[config.mk]
export PLATFORM = sky130hd
export DESIGN_NAME = rtp_video_depacketizer_top
export DESIGN_NICKNAME = d
export VERILOG_FILES = /design/src/rvd_pkg.sv /design/src/rvd_front.sv /design/src/rvd_queue.sv /design/src/rvd_back.sv /design/src/rtp_video_depacketizer_top.sv
export SDC_FILE = /design/constraint.sdc
export NUM_CORES = 1
export LEC_CHECK = 0
export ABC_AREA = 1
export BUFFER_PORTS_ARGS = -buffer_cell sky130_fd_sc_hd__buf_2
export CELL_PAD_IN_SITES_DETAIL_PLACEMENT = 1
export CELL_PAD_IN_SITES_GLOBAL_PLACEMENT = 2
export CORE_ASPECT_RATIO = 0.7
export CORE_MARGIN = 1.5
export CORE_UTILIZATION = 36
export DETAILED_ROUTE_END_ITERATION = 12
export GPL_TIMING_DRIVEN = 0
export PLACE_DENSITY_LB_ADDON = 0.08
export SLEW_MARGIN = 10
export SYNTH_ARGS = -nofsm -noshare
export SYNTH_HDL_FRONTEND = slang
export SYNTH_SLANG_ARGS = --single-unit
[constraint.sdc]
create_clock -name clk -period 3.1 [get_ports clk]
set_input_delay 0 -clock clk [delete_from_list [all_inputs] [get_ports clk]]
set_output_delay 0 -clock clk [all_outputs]
set_load 0.05 [all_outputs]
[src/rvd_pkg.sv]
// ----------------------------------------------------------------------------
// RTP video depacketizer package
// Shared types, codes and constants of the depacketizer.
// ----------------------------------------------------------------------------
`default_nettype none

package rvd_pkg;

  localparam int QUEUE_DEPTH = 4;
  localparam int JOB_BYTES   = 6;

  typedef enum logic [1:0] {
    MODE_H264 = 2'd0,
    MODE_H265 = 2'd1,
    MODE_PASS = 2'd2,
    MODE_LEN  = 2'd3
  } mode_t;

  typedef enum logic [3:0] {
    PH_START  = 4'd0,
    PH_AGGHDR = 4'd1,
    PH_SIZE   = 4'd2,
    PH_UNIT   = 4'd3,
    PH_FUHDR  = 4'd4,
    PH_SKIP   = 4'd5,
    PH_COPY   = 4'd6,
    PH_DROP   = 4'd7,
    PH_H5B1   = 4'd8,
    PH_H5FUH  = 4'd9
  } phase_t;

  // H.264 NAL unit types that carry packetization structure.
  localparam logic [4:0] NAL_STAP_A  = 5'd24;
  localparam logic [4:0] NAL_STAP_B  = 5'd25;
  localparam logic [4:0] NAL_MTAP16  = 5'd26;
  localparam logic [4:0] NAL_MTAP24  = 5'd27;
  localparam logic [4:0] NAL_FU_A    = 5'd28;
  localparam logic [4:0] NAL_FU_B    = 5'd29;
  // H.265 NAL unit types.
  localparam logic [5:0] HEVC_AP     = 6'd48;
  localparam logic [5:0] HEVC_FU     = 6'd49;

  typedef struct packed {
    logic [7:0]  payload_byte;
    logic        packet_end;
    logic [15:0] packet_length;
  } in_item_t;

  typedef struct packed {
    logic [7:0] out_byte;
    logic       run_last;
  } out_item_t;

  // Bytes produced by one input byte; bytes[0] goes out first.
  typedef struct packed {
    logic [2:0]                 count;
    logic [JOB_BYTES-1:0][7:0]  bytes;
  } job_t;

endpackage

`default_nettype wire

[src/rvd_front.sv]
// ----------------------------------------------------------------------------
// RTP video depacketizer front end
// Parses payload bytes and turns each into a job of zero to six output bytes.
// ----------------------------------------------------------------------------
`default_nettype none

module rvd_front (
  input  wire logic            clk,
  input  wire logic            rst_n,
  input  wire logic            in_accept,
  input  wire rvd_pkg::in_item_t in_item,
  input  wire logic            cfg_write,
  input  wire logic [1:0]      cfg_value,
  output rvd_pkg::job_t        job,
  output logic                 job_valid
);
  import rvd_pkg::*;

  mode_t       mode_r;
  phase_t      phase_r, phase_nxt;
  logic [2:0]  hc_r, hc_nxt;
  logic [15:0] rem_r, rem_nxt;
  logic [5:0]  kind_r, kind_nxt;
  logic [7:0]  held_first_r, held_first_nxt;
  logic [7:0]  held_second_r, held_second_nxt;
  logic [7:0]  size_high_r, size_high_nxt;

  logic [7:0]  b;
  logic [2:0]  hdr_last;
  logic [2:0]  hc_dec;
  logic [15:0] rem_dec;
  logic        fu_start;

  assign b        = in_item.payload_byte;
  assign hc_dec   = hc_r - 3'd1;
  assign rem_dec  = rem_r - 16'd1;
  assign fu_start = b[7] & ~b[6];

  // Last header byte index of an aggregation unit: MTAP units carry DOND
  // and a timestamp offset after the size.
  always_comb begin
    if (kind_r == {1'b0, NAL_MTAP16}) begin
      hdr_last = 3'd4;
    end else if (kind_r == {1'b0, NAL_MTAP24}) begin
      hdr_last = 3'd5;
    end else begin
      hdr_last = 3'd1;
    end
  end

  always_comb begin
    phase_nxt       = phase_r;
    hc_nxt          = hc_r;
    rem_nxt         = rem_r;
    kind_nxt        = kind_r;
    held_first_nxt  = held_first_r;
    held_second_nxt = held_second_r;
    size_high_nxt   = size_high_r;
    job             = '0;
    job.bytes[3]    = 8'h01;

    case (phase_r)
      PH_START: begin
        case (mode_r)
          MODE_H264: begin
            kind_nxt = {1'b0, b[4:0]};
            if (b[4:0] == NAL_STAP_A) begin
              phase_nxt = PH_SIZE;
              hc_nxt    = 3'd0;
            end else if (b[4:0] == NAL_STAP_B || b[4:0] == NAL_MTAP16 ||
                         b[4:0] == NAL_MTAP24) begin
              phase_nxt = PH_AGGHDR;
              hc_nxt    = 3'd2;
            end else if (b[4:0] == NAL_FU_A || b[4:0] == NAL_FU_B) begin
              held_first_nxt = b;
              phase_nxt      = PH_FUHDR;
            end else begin
              job.count    = 3'd5;
              job.bytes[4] = b;
              phase_nxt    = PH_COPY;
            end
          end
          MODE_H265: begin
            kind_nxt = b[6:1];
            if (b[6:1] == HEVC_AP) begin
              phase_nxt = PH_DROP;
            end else if (b[6:1] == HEVC_FU) begin
              held_first_nxt = b;
              phase_nxt      = PH_H5B1;
            end else begin
              job.count    = 3'd5;
              job.bytes[4] = b;
              phase_nxt    = PH_COPY;
            end
          end
          MODE_LEN: begin
            job.count    = 3'd5;
            job.bytes[0] = in_item.packet_length[7:0];
            job.bytes[1] = in_item.packet_length[15:8];
            job.bytes[2] = 8'h00;
            job.bytes[3] = 8'h00;
            job.bytes[4] = b;
            phase_nxt    = PH_COPY;
          end
          default: begin
            job.count    = 3'd1;
            job.bytes[0] = b;
            phase_nxt    = PH_COPY;
          end
        endcase
      end
      PH_AGGHDR: begin
        hc_nxt = hc_dec;
        if (hc_dec == 3'd0) begin
          phase_nxt = PH_SIZE;
        end
      end
      PH_SIZE: begin
        if (hc_r == 3'd0) begin
          size_high_nxt = b;
        end else if (hc_r == 3'd1) begin
          rem_nxt = {size_high_r, b};
        end
        if (hc_r >= hdr_last) begin
          job.count = 3'd4;
          hc_nxt    = 3'd0;
          if (rem_nxt != 16'd0) begin
            phase_nxt = PH_UNIT;
          end
        end else begin
          hc_nxt = hc_r + 3'd1;
        end
      end
      PH_UNIT: begin
        job.count    = 3'd1;
        job.bytes[0] = b;
        rem_nxt      = rem_dec;
        if (rem_dec == 16'd0) begin
          phase_nxt = PH_SIZE;
          hc_nxt    = 3'd0;
        end
      end
      PH_FUHDR: begin
        if (fu_start) begin
          job.count    = 3'd5;
          job.bytes[4] = {held_first_r[7:5], b[4:0]};
        end
        if (kind_r == {1'b0, NAL_FU_B}) begin
          if (fu_start) begin
            phase_nxt = PH_SKIP;
            hc_nxt    = 3'd2;
          end else begin
            phase_nxt = PH_DROP;
          end
        end else begin
          phase_nxt = PH_COPY;
        end
      end
      PH_SKIP: begin
        hc_nxt = hc_dec;
        if (hc_dec == 3'd0) begin
          phase_nxt = PH_COPY;
        end
      end
      PH_COPY: begin
        job.count    = 3'd1;
        job.bytes[0] = b;
      end
      PH_H5B1: begin
        held_second_nxt = b;
        phase_nxt       = PH_H5FUH;
      end
      PH_H5FUH: begin
        if (fu_start) begin
          job.count    = 3'd6;
          job.bytes[4] = {held_first_r[7], b[5:0], held_first_r[0]};
          job.bytes[5] = held_second_r;
        end
        phase_nxt = PH_COPY;
      end
      default: begin
      end
    endcase

    if (in_item.packet_end) begin
      phase_nxt       = PH_START;
      hc_nxt          = 3'd0;
      rem_nxt         = 16'd0;
      kind_nxt        = 6'd0;
      held_first_nxt  = 8'd0;
      held_second_nxt = 8'd0;
      size_high_nxt   = 8'd0;
    end
  end

  assign job_valid = in_accept && (job.count != 3'd0);

  always_ff @(posedge clk) begin
    if (!rst_n || cfg_write) begin
      phase_r       <= PH_START;
      hc_r          <= 3'd0;
      rem_r         <= 16'd0;
      kind_r        <= 6'd0;
      held_first_r  <= 8'd0;
      held_second_r <= 8'd0;
      size_high_r   <= 8'd0;
    end else if (in_accept) begin
      phase_r       <= phase_nxt;
      hc_r          <= hc_nxt;
      rem_r         <= rem_nxt;
      kind_r        <= kind_nxt;
      held_first_r  <= held_first_nxt;
      held_second_r <= held_second_nxt;
      size_high_r   <= size_high_nxt;
    end
  end

  always_ff @(posedge clk) begin
    if (!rst_n) begin
      mode_r <= MODE_H264;
    end else if (cfg_write) begin
      mode_r <= mode_t'(cfg_value);
    end
  end

endmodule

`default_nettype wire

[src/rvd_queue.sv]
// ----------------------------------------------------------------------------
// RTP video depacketizer job queue
// Short FIFO of output jobs between the parser and the serializer.
// ----------------------------------------------------------------------------
`default_nettype none

module rvd_queue #(
  parameter int Depth = rvd_pkg::QUEUE_DEPTH
) (
  input  wire logic          clk,
  input  wire logic          rst_n,
  input  wire logic          wr_en,
  input  wire rvd_pkg::job_t wr_job,
  output logic               full,
  input  wire logic          rd_en,
  output rvd_pkg::job_t      rd_job,
  output logic               empty
);
  import rvd_pkg::*;

  localparam int PtrW = (Depth > 1) ? $clog2(Depth) : 1;
  localparam int CntW = $clog2(Depth + 1);
  localparam logic [PtrW-1:0] LastPtr = PtrW'(Depth - 1);
  localparam logic [CntW-1:0] DepthCnt = CntW'(Depth);
  localparam logic [PtrW-1:0] PtrOne = PtrW'(1);
  localparam logic [CntW-1:0] CntOne = CntW'(1);

  job_t            mem_r [Depth];
  logic [PtrW-1:0] wr_ptr_r, rd_ptr_r;
  logic [CntW-1:0] cnt_r;
  logic            do_wr, do_rd;

  assign full   = (cnt_r == DepthCnt);
  assign empty  = (cnt_r == '0);
  assign do_wr  = wr_en && !full;
  assign do_rd  = rd_en && !empty;
  assign rd_job = mem_r[rd_ptr_r];

  always_ff @(posedge clk) begin
    if (do_wr) begin
      mem_r[wr_ptr_r] <= wr_job;
    end
  end

  always_ff @(posedge clk) begin
    if (!rst_n) begin
      wr_ptr_r <= '0;
      rd_ptr_r <= '0;
      cnt_r    <= '0;
    end else begin
      if (do_wr) begin
        wr_ptr_r <= (wr_ptr_r == LastPtr) ? '0 : wr_ptr_r + PtrOne;
      end
      if (do_rd) begin
        rd_ptr_r <= (rd_ptr_r == LastPtr) ? '0 : rd_ptr_r + PtrOne;
      end
      if (do_wr && !do_rd) begin
        cnt_r <= cnt_r + CntOne;
      end else if (do_rd && !do_wr) begin
        cnt_r <= cnt_r - CntOne;
      end
    end
  end

endmodule

`default_nettype wire

[src/rvd_back.sv]
// ----------------------------------------------------------------------------
// RTP video depacketizer back end
// Serializes queued jobs into the output byte stream, one byte per transaction.
// ----------------------------------------------------------------------------
`default_nettype none

module rvd_back (
  input  wire logic            clk,
  input  wire logic            rst_n,
  input  wire rvd_pkg::job_t   q_job,
  input  wire logic            q_empty,
  output logic                 q_rd,
  output logic                 empty,
  input  wire logic            pop,
  output rvd_pkg::out_item_t   out_data
);
  import rvd_pkg::*;

  logic [JOB_BYTES-1:0][7:0] bytes_r;
  logic [2:0]                left_r;
  logic                      take;
  logic                      finish;

  assign empty             = (left_r == 3'd0);
  assign take              = pop && !empty;
  assign finish            = empty || (take && left_r == 3'd1);
  assign q_rd              = finish && !q_empty;
  assign out_data.out_byte = bytes_r[0];
  assign out_data.run_last = (left_r == 3'd1);

  always_ff @(posedge clk) begin
    if (q_rd) begin
      bytes_r <= q_job.bytes;
    end else if (take) begin
      bytes_r <= {8'h00, bytes_r[JOB_BYTES-1:1]};
    end
  end

  always_ff @(posedge clk) begin
    if (!rst_n) begin
      left_r <= 3'd0;
    end else if (q_rd) begin
      left_r <= q_job.count;
    end else if (take) begin
      left_r <= left_r - 3'd1;
    end
  end

endmodule

`default_nettype wire

[src/rtp_video_depacketizer_top.sv]
// ----------------------------------------------------------------------------
// RTP video depacketizer
// Turns RTP H.264/H.265 payload bytes into an Annex-B byte stream; in the other
// modes it passes bytes through or puts a length field before each packet.
// The parser takes one payload byte per cycle while the queue is not full and
// turns it into zero to six stream bytes, which wait in a queue of QueueDepth
// entries; the serializer sends one stream byte per cycle while pop is high.
// A byte that yields several stream bytes holds the output longer, so input is
// taken every cycle until the queue fills, and start-code bursts stall it
// briefly. A mode write on cfg_data also resets the parser to a packet start.
`default_nettype none

module rtp_video_depacketizer_top #(
  parameter int QueueDepth = rvd_pkg::QUEUE_DEPTH
) (
  input  wire logic               clk,
  input  wire logic               rst_n,
  input  wire logic               push,
  output logic                    full,
  input  wire rvd_pkg::in_item_t  in_data,
  output logic                    empty,
  input  wire logic               pop,
  output rvd_pkg::out_item_t      out_data,
  input  wire logic               cfg_valid,
  output logic                    cfg_ready,
  input  wire logic [1:0]         cfg_data
);
  import rvd_pkg::*;

  job_t front_job, q_job;
  logic front_valid, q_empty, q_rd, accept;

  assign cfg_ready = 1'b1;
  assign accept    = push && !full;

  rvd_front u_front (
    .clk       (clk),
    .rst_n     (rst_n),
    .in_accept (accept),
    .in_item   (in_data),
    .cfg_write (cfg_valid && cfg_ready),
    .cfg_value (cfg_data),
    .job       (front_job),
    .job_valid (front_valid)
  );

  rvd_queue #(
    .Depth (QueueDepth)
  ) u_queue (
    .clk    (clk),
    .rst_n  (rst_n),
    .wr_en  (front_valid),
    .wr_job (front_job),
    .full   (full),
    .rd_en  (q_rd),
    .rd_job (q_job),
    .empty  (q_empty)
  );

  rvd_back u_back (
    .clk      (clk),
    .rst_n    (rst_n),
    .q_job    (q_job),
    .q_empty  (q_empty),
    .q_rd     (q_rd),
    .empty    (empty),
    .pop      (pop),
    .out_data (out_data)
  );

endmodule

`default_nettype wire

==> qor.yml <==
run_status:
  status: "complete, but fails checks"
  failed_checks: "hold timing"
pwr:
  pwr-share-seq_pct: 39.8
  p_clk_share_pct: 27.1
  power_mw: 12.04
  power.switching_mw: 4.521
  combPwrFrac_pct: 33.2
  peakVddDrop_mv: 0.4982
  p_leak_nw: 5.447
  p_int_mw: 7.514
  powerDensity_nw_per_um2: 860.1
  p_sw_share_pct: 37.57
global_routing:
  antenna_found_initial: 2
  grt_usage_pct: 22.60
  grt_pass1_vias: 9308
  grt_pass1_wl_um: 57650
  grt_overflow: 0
  grt_max_degree: 36
synth:
  synthFlopType: "edfxtp_1"
  synthAdderAreaFrac_pct: 2.066
  synth-compound-area-share_pct: 12.11
  ys_seq_area_share_pct: 59.20
  yosys-top-cells-count: "nor2_1 (297), edfxtp_1 (192), nand2_1 (188)"
  synth_top_family_by_area: "simple AND/OR/NAND/NOR gates"
  syn_area_sq_um: 11870
  synthCells: 1286
  synth-edff-count: 192
  synth_warnings: 0
  yosysTopAreaCell: "edfxtp_1"
  syn_avg_cell_area_sq_um: 9.229
  synth.net_count: 1337
  synth_seq_cells: 255
  synth_mux_area_share_pct: 0
  synth_cell_types: 45
  synthArstFlopShare_pct: 0
  yosysMostFrequentCell: "nor2_1"
  yosys.area_share.simple_pct: 19.84
  synth_top_area_share_pct: 48.58
  synth_area_leaders: "edfxtp_1 (49%), dfxtp_1 (11%), nor2_1 (9.4%), nand2_1 (5.9%), o21ai_0 (4.4%)"
  synth-xor-area-share_pct: 0.3690
layout:
  nets: 1445
  area_delta_synth_final_pct: 17.89
  antenna_cells: 0
  drive_gt1_share_pct: 11.02
die:
  dieArea_sq_um: 34080
  fp.dieH_um: 154.9
  chipWidth_um: 220.0
  fp.coreArea_sq_um: 32410
  ios: 44
  start_util_pct: 36.62
  row_count: 55
setup_path:
  crit_path_start_kind: "flop"
  criticalPathCategory: "flop to flop"
  cp-end-kind: "flop"
  critPathMaxFanout: 19
  arrival_ns: 3.21
  cp.required_ns: 3.36
detailed_routing:
  via_per_inst: 5.144
  drt_iter0_drc: 825
  route.antenna.remaining_nets: 0
  wl_um: 37940
  first_pass_iters: 6
  via_count: 9481
  remaining_drc_errors: 0
  avgRoutedWirePerCell_um: 20.58
timing:
  skew_ns: 0.01956
  worstMarginPinSlew_ns: 0.8628
  maxSlewViolCount: 0
  period_minus_slack_ns: 2.951
  finalCritPeriodShare_pct: 95.21
  maxSlewHeadroom_pct: 42.42
  hold_ws_ns: -0.007131
  rsz0062_at_grt: "false"
  setup_viol: 0
  finalHoldViolCount: 1
  fin_ws_ns: 0.1486
  max_freq_mhz: 338.8
placed_design:
  post-place-ws_ns: 0.006357
  routabilityCongestion: 0.8050
  dpl.hpwl_um: 27340
  portBuffers: 40
clocking:
  cts_root_buf: "clkbuf_16"
  htree_levels: 1
  numClockSinks: 255
  numCtsBuffers: 28
  cts.path.max_buffers: 3
  clk_pin_slew_ns: 0.06
  cts_tree: "yes"
  clock_latency_ns: 0.56
flow_run:
  max_cap_viol_count: 0
hold_path:
  hp-class: "input port to flop"
## per-layer routing
| layer | global-route usage [%] | vias to the layer above | share of wire [%] |
|---|---|---|---|
| met5 | 0 | - | 0.034 |
| met4 | 4.049 | 2 | 1.6 |
| met3 | 3.030 | 42 | 4.6 |
| met2 | 30.52 | 180 | 38 |
| met1 | 37.76 | 4687 | 55 |
| li1 | - | 4570 | - |
## sequential cells by signal, indices dropped and copies added, names as in the netlist, named ones only
name,cells
u_front.rem_r,16
u_back.out_data,8
u_front.mode_r,2
u_queue.rd_ptr_r,2
u_back.bytes_r,40
u_front.held_second_r,8
u_front.phase_r,4
u_front.held_first_r,4
u_back.left_r,3
u_front.size_high_r,8
u_queue.wr_ptr_r,2
u_front.hc_r,3
u_queue.cnt_r,3
u_queue.mem_r,144
u_front.kind_r,6
## final cells by class
class | count | area (sq um)
clock inverter | 15 | 101.3
clock buffer | 37 | 785.8
fill | 3741 | 18420
buffer | 56 | 276.5
timing repair buffer | 77 | 648.1
inverter | 128 | 483.0
sequential | 255 | 7028
multi-input combinational | 848 | 4135
tap | 427 | 534.3
## worst paths after layout
check	slack [ns]	from	depth (start not counted)	to
setup / recovery	0.15	u_front.phase_r[1]$_SDFFE_PP0P_	12	u_queue.mem_r[1][32]$_DFFE_PP_
hold / removal	-0.007	pop	6	u_back.left_r[0]$_SDFFE_PN0P_
setup reg to reg	0.15	u_front.phase_r[1]$_SDFFE_PP0P_	12	u_queue.mem_r[1][32]$_DFFE_PP_
hold reg to reg	0.45	u_front.size_high_r[4]$_SDFFE_PP0P_	2	u_front.size_high_r[4]$_SDFFE_PP0P_
## cell usage in the layout (no fill, tap or decap), drive strengths merged, types with 16 or more instances in the layout
cell / n
dlygate4sd3: 29
dfxtp: 63
ha: 18
clkbuf: 65
buf: 76
o211ai: 18
inv: 125
a21oi: 58
a31oi: 26
clkinv: 16
nor2: 312
edfxtp: 192
nand2: 199
o21ai: 111
nand3: 43
o22ai: 19
## kinds of logic (layout without fill, tap and decap cells)
group | after synthesis | after routing
fa+ha+maj | 19 | 19
compound gates | 253 | 253
flops | 255 | 255
other cells | 1 | 1
xor+xnor | 5 | 5
buf+inv | 184 | 313
simple gates | 569 | 570
## worst max-delay path: stages (launching register included)
cell	delay, ns
dfxtp_1	0.30
buf_2	0.17
nor2_1	0.19
nand2_2	0.23
inv_4	0.17
nand2_2	0.15
nand2_1	0.15
a21oi_2	0.05
nand4_1	0.13
nand2_4	0.08
buf_4	0.18
nor2_4	0.56
buf_12	0.27
## power groups by stage
stage                     logic [mW]  registers [mW]  clock network [mW]
after floorplan                 2.52            4.79                   0
after global placement          3.78            4.88                   0
after detailed placement        3.95            4.85                   0
after CTS                       4.02            4.78                3.33
after global routing            4.46            4.84                3.43
final                           3.99            4.78                3.26
## metrics by stage
stage | std cells | setup TNS [ns] | instance area [sq um] | util [%]
floorplan | 1286 | -13.31 | 11870 | -
global placement | 1753 | -306.02 | 12600 | 38.88
detailed placement | 1759 | 0 | 12780 | 39.42
CTS | 1840 | 0 | 13960 | 43.07
global route | 1843 | 0 | 13990 | 43.17
finish | 1843 | 0 | 13990 | 43.17
## repair_timing
| action | CTS | global route |
|---|---|---|
| gates resized for setup | 1 | 4 |
| setup buffers | 0 | 2 |
| setup endpoints to repair | 2 | 18 |
| pin swaps | 0 | 3 |
| endpoints found under the hold margin | 93 | 0 |
| cloned | 0 | 1 |
| hold buffers | 29 | 0 |
Power figures use the tool's default switching activity.
